File: src/sv/delimited_frame_deframer_core_assert.svh
// Assertion macros shared by the deframer modules.
// Each macro expects signals named clk and rst_n in the including module.
`ifndef DELIMITED_FRAME_DEFRAMER_CORE_ASSERT_SVH
`define DELIMITED_FRAME_DEFRAMER_CORE_ASSERT_SVH

`ifndef SYNTHESIS
// Same-cycle implication, checked out of reset
`define DFD_ASSERT_IMPL(lbl, ante, cons) \
  lbl: assert property (@(posedge clk) disable iff (!rst_n) (ante) |-> (cons)) \
    else $error("deframer check failed");
// Next-cycle implication, checked out of reset
`define DFD_ASSERT_NEXT(lbl, ante, cons) \
  lbl: assert property (@(posedge clk) disable iff (!rst_n) (ante) |=> (cons)) \
    else $error("deframer check failed");
`else
`define DFD_ASSERT_IMPL(lbl, ante, cons)
`define DFD_ASSERT_NEXT(lbl, ante, cons)
`endif

`endif

File: src/sv/dfd_pkg.sv
// Shared types and constants of the delimited frame deframer.
// No dependencies; used by the controller, datapath and top level.
`timescale 1ns / 1ps

package dfd_pkg;

  // Frame layout: start, type, length, payload, end
  localparam int unsigned TYPE_OFFSET    = 1;
  localparam int unsigned LEN_OFFSET     = 2;
  localparam int unsigned HDR_BYTES      = 3;
  localparam int unsigned FRAME_OVERHEAD = 4;
  localparam int unsigned TYPE_FLAG_BIT  = 7;

  // Result limit per received byte
  localparam int unsigned MAX_RESULTS = 64;
  localparam int unsigned RES_CNT_W   = 7;

  // Stream widths
  localparam int unsigned IN_TDATA_W  = 8;
  localparam int unsigned OUT_TDATA_W = 32;

  // Configuration registers
  localparam int unsigned CFG_AW = 1;
  localparam int unsigned CFG_DW = 8;
  localparam logic [CFG_AW-1:0] CFG_START_DELIM = 1'd0;
  localparam logic [CFG_AW-1:0] CFG_END_DELIM   = 1'd1;
  localparam logic [CFG_DW-1:0] START_DELIM_RST = 8'hAA;
  localparam logic [CFG_DW-1:0] END_DELIM_RST   = 8'h55;

  // Controller to datapath commands
  typedef enum logic [3:0] {
    CMD_NONE,
    CMD_APPEND,
    CMD_SRCH_INIT,
    CMD_SRCH_RD,
    CMD_DROP_OFF,
    CMD_CLEAR,
    CMD_RD_LEN,
    CMD_LATCH_LEN,
    CMD_RD_END,
    CMD_DROP1,
    CMD_RD_TYPE,
    CMD_LATCH_TYPE,
    CMD_RD_PAY,
    CMD_PUT,
    CMD_DROP_FRAME,
    CMD_FLUSH
  } dfd_cmd_t;

  // Datapath to controller status
  typedef struct packed {
    logic ge_hdr;       // at least a header's worth of bytes held
    logic match;        // last scanned byte is the start delimiter
    logic scan_end;     // every held byte has been scanned
    logic short_frame;  // frame not fully received yet
    logic end_ok;       // byte at frame end is the end delimiter
    logic pay_last;     // current payload result closes the packet
    logic can_push;     // a new result fits in pending/output stages
    logic pend_v;       // a result is waiting in the pending stage
  } dfd_status_t;

  // One result beat, minus the run marker
  typedef struct packed {
    logic       kind;
    logic [6:0] ptype;
    logic       resp;
    logic [5:0] plen;
    logic [7:0] pbyte;
    logic [5:0] idx;
    logic       plast;
  } dfd_result_t;

endpackage

File: src/sv/delimited_frame_deframer_core.sv
// Top level of the delimited frame deframer.
// Depends on dfd_pkg, dfd_ctrl and dfd_datapath.
`timescale 1ns / 1ps

// Takes one link byte per input beat into a circular buffer of BUFFER_BYTES
// bytes and pulls out frames laid out as start, type, length, payload, end.
// Each good frame gives one result beat per payload byte (one beat for an
// empty payload); a byte arriving on a full buffer clears it and gives one
// overflow beat (tuser high). tlast marks the last beat of a packet and
// tdata bit 28 the last beat caused by the input byte. An input byte is
// accepted, then makes one scan pass per frame candidate: a test of the
// fill level, the start of the delimiter search with one read per byte
// passed over, and a read of the length and a check of the end byte. A
// good frame adds a read of the type, a read and a put per result beat
// and a drop of the frame. A final step releases the last beat; the
// single-port buffer read sets this pace. The slowest byte meets a buffer
// of back-to-back candidates that each fail the end check. Results wait
// in a pending stage and an output register, so a stalled output holds
// the scan only when both are full.
module delimited_frame_deframer_core #(
  parameter int unsigned BUFFER_BYTES = 64
) (
  input  logic                                clk,
  input  logic                                rst_n,
  // Input: tdata = in_byte[7:0]
  input  logic                                in_tvalid,
  output logic                                in_tready,
  input  logic [dfd_pkg::IN_TDATA_W-1:0]      in_tdata,
  // Results: tdata = packet_type[6:0], needs_response[7], payload_length[13:8],
  // payload_byte[21:14], byte_index[27:22], run_last[28], zero[31:29]
  output logic                                out_tvalid,
  input  logic                                out_tready,
  output logic [dfd_pkg::OUT_TDATA_W-1:0]     out_tdata,
  output logic                                out_tuser,  // kind
  output logic                                out_tlast,  // packet_last
  // Register writes: 0 start delimiter, 1 end delimiter
  input  logic                                cfg_wr_en,
  input  logic [dfd_pkg::CFG_AW-1:0]          cfg_addr,
  input  logic [dfd_pkg::CFG_DW-1:0]          cfg_wdata
);

  import dfd_pkg::*;

  dfd_cmd_t    cmd;
  dfd_status_t status;

  dfd_ctrl u_ctrl (
    .clk       (clk),
    .rst_n     (rst_n),
    .in_tvalid (in_tvalid),
    .in_tready (in_tready),
    .status_i  (status),
    .cmd_o     (cmd)
  );

  dfd_datapath #(
    .BUFFER_BYTES (BUFFER_BYTES)
  ) u_dp (
    .clk        (clk),
    .rst_n      (rst_n),
    .cmd_i      (cmd),
    .in_tdata   (in_tdata),
    .cfg_wr_en  (cfg_wr_en),
    .cfg_addr   (cfg_addr),
    .cfg_wdata  (cfg_wdata),
    .out_tvalid (out_tvalid),
    .out_tready (out_tready),
    .out_tdata  (out_tdata),
    .out_tuser  (out_tuser),
    .out_tlast  (out_tlast),
    .status_o   (status)
  );

endmodule

File: src/sv/dfd_ram.sv
// Generic single-write, single-read RAM with registered read data.
// No dependencies.
`timescale 1ns / 1ps

module dfd_ram #(
  parameter int unsigned WIDTH = 8,
  parameter int unsigned DEPTH = 64
) (
  input  logic                     clk,
  input  logic                     we,
  input  logic [$clog2(DEPTH)-1:0] waddr,
  input  logic [WIDTH-1:0]         wdata,
  input  logic                     re,
  input  logic [$clog2(DEPTH)-1:0] raddr,
  output logic [WIDTH-1:0]         rdata
);

  logic [WIDTH-1:0] mem [DEPTH];

  // Write port
  always_ff @(posedge clk) begin
    if (we) begin
      mem[waddr] <= wdata;
    end
  end

  // Registered read; hold the last word while idle
  always_ff @(posedge clk) begin
    if (re) begin
      rdata <= mem[raddr];
    end
  end

endmodule

File: src/sv/dfd_datapath.sv
// Deframer datapath: circular byte buffer, scan pointers, result staging.
// Depends on dfd_pkg, dfd_ram and the assertion macro header.
`timescale 1ns / 1ps
`include "delimited_frame_deframer_core_assert.svh"

module dfd_datapath #(
  parameter int unsigned BUFFER_BYTES = 64
) (
  input  logic                                clk,
  input  logic                                rst_n,
  input  dfd_pkg::dfd_cmd_t                   cmd_i,
  input  logic [dfd_pkg::IN_TDATA_W-1:0]      in_tdata,
  input  logic                                cfg_wr_en,
  input  logic [dfd_pkg::CFG_AW-1:0]          cfg_addr,
  input  logic [dfd_pkg::CFG_DW-1:0]          cfg_wdata,
  output logic                                out_tvalid,
  input  logic                                out_tready,
  output logic [dfd_pkg::OUT_TDATA_W-1:0]     out_tdata,
  output logic                                out_tuser,
  output logic                                out_tlast,
  output dfd_pkg::dfd_status_t                status_o
);

  import dfd_pkg::*;

  localparam int unsigned AW = $clog2(BUFFER_BYTES);
  localparam int unsigned CW = $clog2(BUFFER_BYTES + 1);
  localparam int unsigned LW = (CW > 9) ? CW : 9;

  logic [AW-1:0]        head_r, head_nxt;
  logic [CW-1:0]        count_r, count_nxt;
  logic [CW-1:0]        off_r, off_nxt;
  logic                 chk_r, chk_nxt;
  logic [7:0]           plen_r, plen_nxt;
  logic [7:0]           type_r, type_nxt;
  logic [7:0]           idx_r, idx_nxt;
  dfd_result_t          pend_r, pend_nxt;
  logic                 pend_v_r, pend_v_nxt;
  dfd_result_t          out_r, out_nxt;
  logic                 out_rl_r, out_rl_nxt;
  logic                 out_v_r, out_v_nxt;
  logic [RES_CNT_W-1:0] res_cnt_r, res_cnt_nxt;
  logic [CFG_DW-1:0]    sd_r, sd_nxt;
  logic [CFG_DW-1:0]    ed_r, ed_nxt;

  logic [7:0]    rdata;
  logic          ram_we;
  logic          ram_re;
  logic [AW-1:0] waddr;
  logic [AW-1:0] raddr;
  logic [LW-1:0] total;
  logic [LW-1:0] drop_k;
  logic          full;
  logic          out_free;
  logic          pay_last;
  dfd_result_t   put_res;
  dfd_result_t   ovf_res;

  // Map a buffer offset onto the circular RAM address
  function automatic logic [AW-1:0] wrap_addr(input logic [AW-1:0] base,
                                              input logic [LW-1:0] off);
    logic [LW:0] sum;
    sum = (LW+1)'(base) + (LW+1)'(off);
    if (sum >= (LW+1)'(BUFFER_BYTES)) begin
      sum = sum - (LW+1)'(BUFFER_BYTES);
    end
    return sum[AW-1:0];
  endfunction

  // Frame geometry and flags
  assign total    = LW'(plen_r) + LW'(FRAME_OVERHEAD);
  assign full     = (count_r == CW'(BUFFER_BYTES));
  assign out_free = !out_v_r || out_tready;
  assign pay_last = (plen_r == 8'd0) || ((idx_r + 8'd1) == plen_r);

  assign status_o.ge_hdr      = (count_r >= CW'(HDR_BYTES));
  assign status_o.match       = chk_r && (rdata == sd_r);
  assign status_o.scan_end    = (off_r == count_r);
  assign status_o.short_frame = (LW'(count_r) < total);
  assign status_o.end_ok      = (rdata == ed_r);
  assign status_o.pay_last    = pay_last;
  assign status_o.can_push    = !pend_v_r || out_free;
  assign status_o.pend_v      = pend_v_r;

  // Pick the read offset for the command at hand
  always_comb begin
    raddr = wrap_addr(head_r, LW'(off_r));
    case (cmd_i)
      CMD_RD_LEN:  raddr = wrap_addr(head_r, LW'(LEN_OFFSET));
      CMD_RD_END:  raddr = wrap_addr(head_r, total - LW'(1));
      CMD_RD_TYPE: raddr = wrap_addr(head_r, LW'(TYPE_OFFSET));
      CMD_RD_PAY:  raddr = wrap_addr(head_r, LW'(HDR_BYTES) + LW'(idx_r));
      default:     raddr = wrap_addr(head_r, LW'(off_r));
    endcase
  end

  assign ram_re = cmd_i inside {CMD_SRCH_RD, CMD_RD_LEN, CMD_RD_END, CMD_RD_TYPE, CMD_RD_PAY};
  assign ram_we = (cmd_i == CMD_APPEND) && !full;
  assign waddr  = wrap_addr(head_r, LW'(count_r));

  dfd_ram #(
    .WIDTH (8),
    .DEPTH (BUFFER_BYTES)
  ) u_buf (
    .clk   (clk),
    .we    (ram_we),
    .waddr (waddr),
    .wdata (in_tdata),
    .re    (ram_re),
    .raddr (raddr),
    .rdata (rdata)
  );

  // Build the candidate result beats
  always_comb begin
    ovf_res       = '0;
    ovf_res.kind  = 1'b1;
    ovf_res.plast = 1'b1;

    put_res       = '0;
    put_res.ptype = type_r[6:0];
    put_res.resp  = type_r[TYPE_FLAG_BIT];
    put_res.plen  = plen_r[5:0];
    put_res.pbyte = (plen_r == 8'd0) ? 8'd0 : rdata;
    put_res.idx   = idx_r[5:0];
    put_res.plast = pay_last;
  end

  // Amount removed from the front of the buffer
  always_comb begin
    case (cmd_i)
      CMD_DROP_OFF:   drop_k = LW'(off_r) - LW'(1);
      CMD_DROP1:      drop_k = LW'(1);
      CMD_DROP_FRAME: drop_k = total;
      default:        drop_k = '0;
    endcase
  end

  // Next-state logic of the datapath
  always_comb begin
    head_nxt    = head_r;
    count_nxt   = count_r;
    off_nxt     = off_r;
    chk_nxt     = chk_r;
    plen_nxt    = plen_r;
    type_nxt    = type_r;
    idx_nxt     = idx_r;
    pend_nxt    = pend_r;
    pend_v_nxt  = pend_v_r;
    out_nxt     = out_r;
    out_rl_nxt  = out_rl_r;
    out_v_nxt   = out_v_r && !out_tready;
    res_cnt_nxt = res_cnt_r;
    sd_nxt      = sd_r;
    ed_nxt      = ed_r;

    // Register writes
    if (cfg_wr_en) begin
      case (cfg_addr)
        CFG_START_DELIM: sd_nxt = cfg_wdata;
        CFG_END_DELIM:   ed_nxt = cfg_wdata;
        default: ;
      endcase
    end

    case (cmd_i)
      CMD_APPEND: begin
        res_cnt_nxt = '0;
        if (full) begin
          head_nxt    = '0;
          count_nxt   = '0;
          pend_nxt    = ovf_res;
          pend_v_nxt  = 1'b1;
          res_cnt_nxt = RES_CNT_W'(1);
        end else begin
          count_nxt = count_r + CW'(1);
        end
      end
      CMD_SRCH_INIT: begin
        off_nxt = '0;
        chk_nxt = 1'b0;
      end
      CMD_SRCH_RD: begin
        off_nxt = off_r + CW'(1);
        chk_nxt = 1'b1;
      end
      CMD_CLEAR: begin
        head_nxt  = '0;
        count_nxt = '0;
      end
      CMD_DROP_OFF, CMD_DROP1, CMD_DROP_FRAME: begin
        head_nxt  = wrap_addr(head_r, drop_k);
        count_nxt = CW'(LW'(count_r) - drop_k);
      end
      CMD_LATCH_LEN: plen_nxt = rdata;
      CMD_LATCH_TYPE: begin
        type_nxt = rdata;
        idx_nxt  = '0;
      end
      CMD_PUT: begin
        idx_nxt = idx_r + 8'd1;
        // Shift pending into the output stage, drop beyond the limit
        if (res_cnt_r < RES_CNT_W'(MAX_RESULTS)) begin
          if (pend_v_r) begin
            out_nxt    = pend_r;
            out_rl_nxt = 1'b0;
            out_v_nxt  = 1'b1;
          end
          pend_nxt    = put_res;
          pend_v_nxt  = 1'b1;
          res_cnt_nxt = res_cnt_r + RES_CNT_W'(1);
        end
      end
      CMD_FLUSH: begin
        out_nxt    = pend_r;
        out_rl_nxt = 1'b1;
        out_v_nxt  = 1'b1;
        pend_v_nxt = 1'b0;
      end
      default: ;
    endcase
  end

  // Control state with reset
  always_ff @(posedge clk) begin
    if (!rst_n) begin
      head_r    <= '0;
      count_r   <= '0;
      off_r     <= '0;
      chk_r     <= 1'b0;
      pend_v_r  <= 1'b0;
      out_v_r   <= 1'b0;
      res_cnt_r <= '0;
      sd_r      <= START_DELIM_RST;
      ed_r      <= END_DELIM_RST;
    end else begin
      head_r    <= head_nxt;
      count_r   <= count_nxt;
      off_r     <= off_nxt;
      chk_r     <= chk_nxt;
      pend_v_r  <= pend_v_nxt;
      out_v_r   <= out_v_nxt;
      res_cnt_r <= res_cnt_nxt;
      sd_r      <= sd_nxt;
      ed_r      <= ed_nxt;
    end
  end

  // Payload registers
  always_ff @(posedge clk) begin
    plen_r   <= plen_nxt;
    type_r   <= type_nxt;
    idx_r    <= idx_nxt;
    pend_r   <= pend_nxt;
    out_r    <= out_nxt;
    out_rl_r <= out_rl_nxt;
  end

  // Output beat: tdata holds type, response, length, byte, index, run marker
  assign out_tvalid = out_v_r;
  assign out_tuser  = out_r.kind;
  assign out_tlast  = out_r.plast;
  assign out_tdata  = {3'b000, out_rl_r, out_r.idx, out_r.pbyte, out_r.plen,
                       out_r.resp, out_r.ptype};

  `DFD_ASSERT_IMPL(a_count_bound, 1'b1, count_r <= CW'(BUFFER_BYTES))
  `DFD_ASSERT_IMPL(a_res_bound, 1'b1, res_cnt_r <= RES_CNT_W'(MAX_RESULTS))
  `DFD_ASSERT_IMPL(a_put_room, cmd_i == CMD_PUT, !pend_v_r || out_free)

endmodule

File: src/sv/dfd_ctrl.sv
// Deframer controller: sequences append, delimiter search, frame checks
// and result emission. Depends on dfd_pkg and the assertion macro header.
`timescale 1ns / 1ps
`include "delimited_frame_deframer_core_assert.svh"

module dfd_ctrl (
  input  logic                 clk,
  input  logic                 rst_n,
  input  logic                 in_tvalid,
  output logic                 in_tready,
  input  dfd_pkg::dfd_status_t status_i,
  output dfd_pkg::dfd_cmd_t    cmd_o
);

  import dfd_pkg::*;

  typedef enum logic [3:0] {
    S_IDLE,
    S_TOP,
    S_SRCH,
    S_HDR,
    S_LEN_WAIT,
    S_LEN_CHK,
    S_END_WAIT,
    S_TYPE_WAIT,
    S_PAY_RD,
    S_PAY_PUT,
    S_DROP,
    S_FLUSH
  } state_t;

  state_t state_r, state_nxt;

  assign in_tready = (state_r == S_IDLE);

  // Pick the command and the next state
  always_comb begin
    state_nxt = state_r;
    cmd_o     = CMD_NONE;
    case (state_r)
      S_IDLE: begin
        if (in_tvalid) begin
          cmd_o     = CMD_APPEND;
          state_nxt = S_TOP;
        end
      end
      S_TOP: begin
        if (status_i.ge_hdr) begin
          cmd_o     = CMD_SRCH_INIT;
          state_nxt = S_SRCH;
        end else begin
          state_nxt = S_FLUSH;
        end
      end
      S_SRCH: begin
        if (status_i.match) begin
          cmd_o     = CMD_DROP_OFF;
          state_nxt = S_HDR;
        end else if (status_i.scan_end) begin
          cmd_o     = CMD_CLEAR;
          state_nxt = S_FLUSH;
        end else begin
          cmd_o = CMD_SRCH_RD;
        end
      end
      S_HDR: begin
        if (status_i.ge_hdr) begin
          cmd_o     = CMD_RD_LEN;
          state_nxt = S_LEN_WAIT;
        end else begin
          state_nxt = S_FLUSH;
        end
      end
      S_LEN_WAIT: begin
        cmd_o     = CMD_LATCH_LEN;
        state_nxt = S_LEN_CHK;
      end
      S_LEN_CHK: begin
        if (status_i.short_frame) begin
          state_nxt = S_FLUSH;
        end else begin
          cmd_o     = CMD_RD_END;
          state_nxt = S_END_WAIT;
        end
      end
      S_END_WAIT: begin
        if (status_i.end_ok) begin
          cmd_o     = CMD_RD_TYPE;
          state_nxt = S_TYPE_WAIT;
        end else begin
          cmd_o     = CMD_DROP1;
          state_nxt = S_TOP;
        end
      end
      S_TYPE_WAIT: begin
        cmd_o     = CMD_LATCH_TYPE;
        state_nxt = S_PAY_RD;
      end
      S_PAY_RD: begin
        cmd_o     = CMD_RD_PAY;
        state_nxt = S_PAY_PUT;
      end
      S_PAY_PUT: begin
        // Hold until the result stages have room
        if (status_i.can_push) begin
          cmd_o     = CMD_PUT;
          state_nxt = status_i.pay_last ? S_DROP : S_PAY_RD;
        end
      end
      S_DROP: begin
        cmd_o     = CMD_DROP_FRAME;
        state_nxt = S_TOP;
      end
      S_FLUSH: begin
        // Release the last result of this byte with the run marker
        if (!status_i.pend_v) begin
          state_nxt = S_IDLE;
        end else if (status_i.can_push) begin
          cmd_o     = CMD_FLUSH;
          state_nxt = S_IDLE;
        end
      end
      default: state_nxt = S_IDLE;
    endcase
  end

  always_ff @(posedge clk) begin
    if (!rst_n) begin
      state_r <= S_IDLE;
    end else begin
      state_r <= state_nxt;
    end
  end

  `DFD_ASSERT_IMPL(a_idle_drained, in_tready, !status_i.pend_v)
  `DFD_ASSERT_NEXT(a_busy_after_accept, in_tvalid && in_tready, !in_tready)
  `DFD_ASSERT_NEXT(a_flush_empty, (state_r == S_FLUSH) && !status_i.pend_v, in_tready)

endmodule

File: config.mk
export PLATFORM = sky130hd
export DESIGN_NAME = delimited_frame_deframer_core
export DESIGN_NICKNAME = d
export VERILOG_FILES = /design/src/sv/dfd_pkg.sv /design/src/sv/delimited_frame_deframer_core.sv /design/src/sv/dfd_ram.sv /design/src/sv/dfd_datapath.sv /design/src/sv/dfd_ctrl.sv
export VERILOG_INCLUDE_DIRS = /design/src /design/src/sv
export SDC_FILE = /design/constraint.sdc
export NUM_CORES = 1
export LEC_CHECK = 0
export BUFFER_PORTS_ARGS = -buffer_cell sky130_fd_sc_hd__buf_2
export CORE_ASPECT_RATIO = 2
export CORE_MARGIN = 4
export CORE_UTILIZATION = 53
export DETAILED_ROUTE_END_ITERATION = 8
export PLACE_DENSITY = 0.69
export SYNTH_ARGS = -nofsm -noshare
export SYNTH_HDL_FRONTEND = slang
export SYNTH_SLANG_ARGS = --single-unit
File: constraint.sdc
create_clock -name clk -period 5.7 [get_ports clk]
set_clock_uncertainty 0.05 [all_clocks]
set_input_delay 0.57 -clock clk [delete_from_list [all_inputs] [get_ports clk]]
set_output_delay 0.57 -clock clk [all_outputs]
set_load 0.02 [all_outputs]
=== Yosys cells after proc, flatten, opt, wreduce, memory -nomap -nowiden ===
Memories as Yosys holds them, arrays and structs flattened. A register that Yosys moved wholly into a read port is not among the register bits.
Index checks and enable logic that the tools add are counted.
W data, S select, Z words.

* Memories: 1
* Input bits: 22
* Memory bits (read-only): 0
* Register bits after elaboration: 135
* Logic and storage cells: 189
* Output and inout bits: 36
* Latch bits: 0
* RAM bits: 512

{| class="wikitable"
|+ Memories
! memory !! words !! bits a word !! read ports !! clocked after Yosys merged registers in !! wr ports !! line !! text
|-
| u_dp.u_buf.mem || 64 || 8 || 1 || 1 || 1 || dfd_ram.sv:18 || <nowiki>logic [WIDTH-1:0] mem [DEPTH];</nowiki>
|}

* Divide/modulo/power cells: 0
* Add/sub/neg operators: 23
* Magnitude comparators: 10
* Eq/ne operators: 38
* Shift-type cells: 0
* Reductions and logical operators: 28
* Multiply operators: 0
* Bitwise gates (word level): 1
* Mux-type cells: 60

{| class="wikitable"
|+ Operators with widths
! operator !! number
|-
| $mux W30 || 4
|-
| $pmux W30 S2 || 2
|-
| $pmux W4 S12 || 2
|-
| $mux W4 || 14
|-
| $eq A4 B4 Y1 const B || 12
|-
| $mux W6 || 8
|-
| $sub A6 B1 Y6 const B || 7
|-
| $eq A4 B3 Y1 const B || 8
|-
| $add A6 B9 Y10 || 3
|-
| $ge A10 B7 Y1 const B || 3
|-
| $pmux W7 S2 || 2
|-
| $pmux W9 S3 || 1
|-
| $eq A8 B8 Y1 || 3
|-
| $pmux W6 S4 || 1
|-
| $add A7 B1 Y7 const B || 3
|-
| $pmux W7 S3 || 1
|-
| $pmux W6 S3 || 1
|-
| $add A6 B7 Y8 || 2
|-
| $eq A4 B2 Y1 const B || 4
|-
| $ge A8 B7 Y1 const B || 2
|-
| $pmux W8 S2 || 1
|-
| $ge A7 B7 Y1 const B || 2
|-
| $mux W7 || 2
|-
| $mux W1 || 10
|-
| other kinds (35) || 62
|}

=== Logic depth before layout (Yosys ltp) ===
* Depth after elaboration: 12
* Mapped depth: 23
* Depth with buffers taken out: 20

=== Modules after synthesis ===
From an unflattened synthesis, not the netlist that was laid out.

* Cells, all modules: 1756
* Area total of the unflattened synthesis: 28283.4 sq um

{| class="wikitable"
|+ By module, submodules not included
! module !! area an instance (sq um) !! cells an instance !! sequential area each (sq um) !! instances
|-
| dfd_ram || 20246.9 || 940 || 15615.0 || 1
|-
| dfd_datapath || 7492.2 || 741 || 3473.3 || 1
|-
| dfd_ctrl || 544.3 || 75 || 80.1 || 1
|}

=== Worst setup path after synthesis ===
No wires, ideal clock.

* Kind: register to register
* From: register u_dp.plen_r[2]
* To: register u_dp.u_buf.rdata[0] (read register of u_dp.u_buf.mem) (data pin)
* Arrival: 4.566 ns
* Path slack: 0.824 ns
* Cell stages (with the launch flop): 21
* Setup time: 0.260 ns
* Period minus slack after synthesis: 4.876 ns
* Path buffers: 1
* Required time: 5.390 ns
* Cells stage by stage: edfxtp_1 > ha_1 > nand3_1 > xor2_1 > ha_1 > a221oi_1 > a211oi_2 > o2111ai_2 > a22oi_1 > ha_1 > fa_1 > a21o_1 > a21oi_1 > xnor2_1 > a22oi_1 > o21ai_1 > nor3b_2 > buf_2 > a22o_1 > nor4_1 > mux2_2

* Cells in the longest elaborated chain, start to end: 6

{| class="wikitable"
|+ RTL lines
! element !! line !! text
|-
| start: declaration || dfd_datapath.sv:34 || <nowiki>logic [7:0] plen_r, plen_nxt;</nowiki>
|-
| start signal: assignment || dfd_datapath.sv:251 || <nowiki>plen_r <= plen_nxt;</nowiki>
|-
| $add A8 B3 Y9 (*) || dfd_datapath.sv:71 || <nowiki>assign total = LW'(plen_r) + LW'(FRAME_OVERHEAD);</nowiki>
|-
| $sub A9 B1 Y9 or $lt A7 B9 Y1 (tied branches) || dfd_datapath.sv:90, dfd_datapath.sv:79 ||
|-
| $add A6 B9 Y10 or $mux W4 (tied branches) || dfd_datapath.sv:63, dfd_ctrl.sv:79 ||
|-
| $ge A10 B7 Y1 (tied with other cells) || dfd_datapath.sv:64 || <nowiki>if (sum >= (LW+1)'(BUFFER_BYTES)) begin</nowiki>
|-
| $mux W6 (tied with other cells) || dfd_datapath.sv:64 ||
|-
| $pmux W6 S4 or $reduce_bool A5 Y1 (tied branches) || dfd_datapath.sv:88, dfd_datapath.sv:97 ||
|-
| end: declaration || dfd_ram.sv:15 || <nowiki>output logic [WIDTH-1:0] rdata</nowiki>
|}

Every way passes the cells marked *; elsewhere a longest branch is shown, timed or not.
A chain may end at the register's enable or synchronous reset.

=== Final worst setup path ===
* From: register u_dp.plen_r[2]
* To: register u_dp.u_buf.rdata[5] (read register of u_dp.u_buf.mem) (data pin)

Same word-level chain as after synthesis.

==> results.md <==
* Status: finished, final reports clean
* Placed instance area at approximately 0.030 mm²
* Layout area overhead at 11.9%
* Yosys reg bits at between 600 and 700
* Post-synthesis sequential area ratio at between 60% and 70%
* Combinational Power Share at about a third
* Power Dens Cells at ~460 mW/mm²
* Multiplexer share of the synthesized area at less than 1%
* Width of the die at 171 µm
* First-pass GRT wire length at ~110 mm
* Final Max Slew Viols at 0
* Pwr Total at ~14 mW
* TritonRoute pass-1 iters at 6
* Post-synth EDFFs at ~610
* Nets at roughly 2400
* WHS at about 0.14 ns
* CP Launch Type: register
* Slew HR at 21.6%
* Via count at between 15000 and 20000
* Die Height at ~330 µm
* Initial Utilization at 53.4%
* PortBufs at 54
* Worst Path Arrival at between 5 and 6 ns
* CTS tree: yes
* Reg clk slew, reported paths at approximately 0.070 ns
* Xor/xnor share of the synthesized area at under 10%
* Syn. warnings at 0
* Cell area after synthesis at 0.0281 mm²
* Leakage power at 10.6 nW
* Synth area leader: edfxtp_1
* Cts bufs inserted at 56
* Async SR Flop Fraction at 0%
* GRT Residual Overflow at 0
* Clock network power share at approximately 27%
* Worst-skew pair later-pin latency at 0.62 ns
* Post-DRT Antenna Nets at 0
* Slowest stage cell, crit path: edfxtp_1
* Initial antenna violation count at 0
* Dpl hpwl at approximately 52 mm
* CP peak stage delay at about 0.51 ns
* FP Rows at 119
* Final instance area at approximately 0.031 mm²
* Vias in the first global route at about 19000
* Top post-synthesis cells by area: edfxtp_1 (65%), nand2_1 (6.4%), dfxtp_1 (3.6%), a21oi_1 (3.1%), a32oi_1 (3.0%)
* Final core occ at 59.7%
* R2R setup slack at approximately 0.32 ns
* Slew @ Worst Pin at between 1 and 1.5 ns
* Psw at approximately 4.9 mW
* Largest family of logic cells by synthesized area: compound AO/OA/AOI/OAI gates
* CP Capture Type: register
* CTS sink cnt at ~660
* CTS H-tree depth at 2
* Top cell type's share of synthesized area at 64.7%
* Final Wtd Congestion at 0.985
* Share of layout cells above drive strength 1 at a little under an eighth
* WL/cell at about 25 µm
* Ant. Diodes at 0
* Overall Global Routing Usage at between 20% and 30%
* F_max at 186 MHz
* Drc violations at 0
* Internal power at approximately 9.4 mW
* Hold path depth at 3
* Most frequent cells in the layout: edfxtp_1 (605), nand2_1 (476), a21oi_1 (176)
* Setup TNS at 0 ns
* Cell Chain, Critical Path: ha_1, xnor2_1, o21a_1, o21a_1, o21ai_0, a211oi_2, inv_1, o21ai_0, fa_1, nand3_1, and3_4, buf_12, buf_4, nand2_1, a32oi_1, o22ai_1, nor4_1, mux2_2
* Largest net degree at the start of global routing at between 70 and 80
* Post-synthesis compound-gate area fraction at 11.8%
* Simple-Gate Fraction of Synth Area at 11.8%
* Worst Hold Class: in2reg
* Worst r2r path cells at 18
* Number of distinct library cells after synthesis at 76
* CP Max Fanout at between 50 and 60
* Syn Inst Count at roughly 2200
* CTS root buf: clkbuf_16
* Critical path depth at 18
* Detailed Route Iter0 Violations at ~2000
* Final period utilization at 94.4%
* Synth Area in Adders at 2.45%
* Commonest non-fill, non-tap cell in the layout: edfxtp_1
* CTS max path bufs at 3
* Drt total wl at around 75 mm
* RSZ-0062 raised after global routing: no
* Most common flop cell mapped by yosys: edfxtp_1
* Io pins at just under 60
* Hold Fails Final Rpt at 0
* Crit-path leading delay family: compound AO/OA/AOI/OAI gates
* Required @ worst endpoint at ~6 ns
* Fin crit period at between 5 and 6 ns
* Worst Path Buf+Inv at 3
* Net Sw Frac at 34.4%
* DIE AREA at approximately 0.057 mm²
* Maximum VDD drop at roughly 0.00036 V
* Maxcap violations at 0
* WS Path Type: reg2reg
* Core Region at 0.0526 mm²
* Postcts setup bufs at 0
* Final Setup Violations at 0
* Via-to-Cell Ratio at approximately 6
* Mean Syn Cell Area at between 10 and 15 µm²
* Reg power frac at about 40%
==> layer usage <==
metal  up-vias  part of all wire (%)  track usage (%)
li1       8401                     -                -
met1      9131                    33             27.7
met2       754                    53             47.9
met3       246                   5.2             3.30
met4         0                   8.8             18.4
met5         -                     0                0
==> logic make-up (layout without fill, tap and decap cells) <==
kind of cell | after synthesis | in the layout
simple gates | 774 | 774
flops | 655 | 655
compound gates | 478 | 478
buf+inv | 162 | 287
xor+xnor | 82 | 82
fa+ha+maj | 52 | 52
mux | 10 | 10
other cells | 1 | 3
==> repair_timing <==
item                                    4_1_cts  5_1_grt
gates resized for setup                       0        5
endpoints found under the setup margin        0        8
hold buffers                                  0        0
endpoints found under the hold margin         0        0
==> final timing paths <==
path | from | endpoint
setup reg to reg | u_dp.plen_r[2] | u_dp.u_buf.rdata[5]
hold reg to reg | u_dp.pend_r[5] | u_dp.out_tdata[26]
hold / removal | cfg_wdata[7] | u_dp.sd_r[7]
setup / recovery | u_dp.plen_r[2] | u_dp.u_buf.rdata[5]
==> through the flow <==
stage | worst slack, ns | std cells
after global placement | 0.216 | 2904
after CTS | 0.221 | 3006
final | 0.316 | 3006
after global routing | 0.0514 | 3006
after floorplan | 0.824 | 2216
after detailed placement | 0.229 | 2904
==> flip-flops by register name, indices dropped and copies added, names as in the netlist, 8 cells and up <==
| signal | cells |
|---|---|
| u_dp.ed_r | 8 |
| u_dp.idx_r | 8 |
| u_dp.out_tdata | 28 |
| u_dp.pend_r | 30 |
| u_dp.plen_r | 8 |
| u_dp.sd_r | 8 |
| u_dp.type_r | 8 |
| u_dp.u_buf.mem | 512 |
| u_dp.u_buf.rdata | 8 |
==> power groups by stage <==
stage,clock [mW],sequential [mW],combinational [mW]
4_1_cts,3.89,5.66,4.80
5_1_grt,4.09,5.67,5.17
2_1_floorplan,0,5.69,2.91
6_report,3.86,5.66,4.84
3_3_place_gp,0,5.75,4.72
3_5_place_dp,0,5.76,4.78
==> synthesized netlist by cell type, drive strengths merged, types with 2 or more instances <==
cell / n
ha: 46
o221ai: 2
a211o: 2
a21oi: 178
a32oi: 96
o21bai: 2
o21ai: 28
a32o: 34
mux2i: 2
edfxtp: 605
a22oi: 13
o31ai: 5
o22ai: 54
buf: 95
inv: 34
nor2: 143
a21boi: 2
dfxtp: 50
nand2b: 13
nor2b: 11
clkbuf: 33
a2111oi: 2
nor3: 12
xnor2: 49
mux2: 8
fa: 5
and2: 24
and3: 11
a31oi: 5
or3: 3
nand2: 477
or2: 4
a21o: 11
a22o: 16
xor2: 33
nand3b: 5
o211a: 3
nand3: 38
nor4: 22
o21a: 7
o211ai: 4
a211oi: 5
nand4: 6
o2111ai: 2
==> final cells by class <==
| class | count | area (µm²) |
|---|---|---|
| clock inverter | 33 | 355 |
| sequential | 655 | 19200 |
| clock buffer | 69 | 1490 |
| timing repair buffer | 151 | 1220 |
| fill | 4054 | 21200 |
| tap | 665 | 832 |
| multi-input combinational | 1399 | 8200 |
| inverter | 34 | 128 |
==> worst reg2reg max path: cells and delay by family (launching register included) <==
kind | cells | cell delay (ns)
muxes | 1 | 0.23
buffers and inverters | 3 | 0.68
AOI/OAI and AO/OA | 7 | 1.79
DFF | 1 | 0.51
adders and majority gates | 2 | 0.75
and+or+nand+nor | 4 | 0.78
xor gates and xnor gates | 1 | 0.47
No activity file was read; power rests on OpenSTA's default activity.
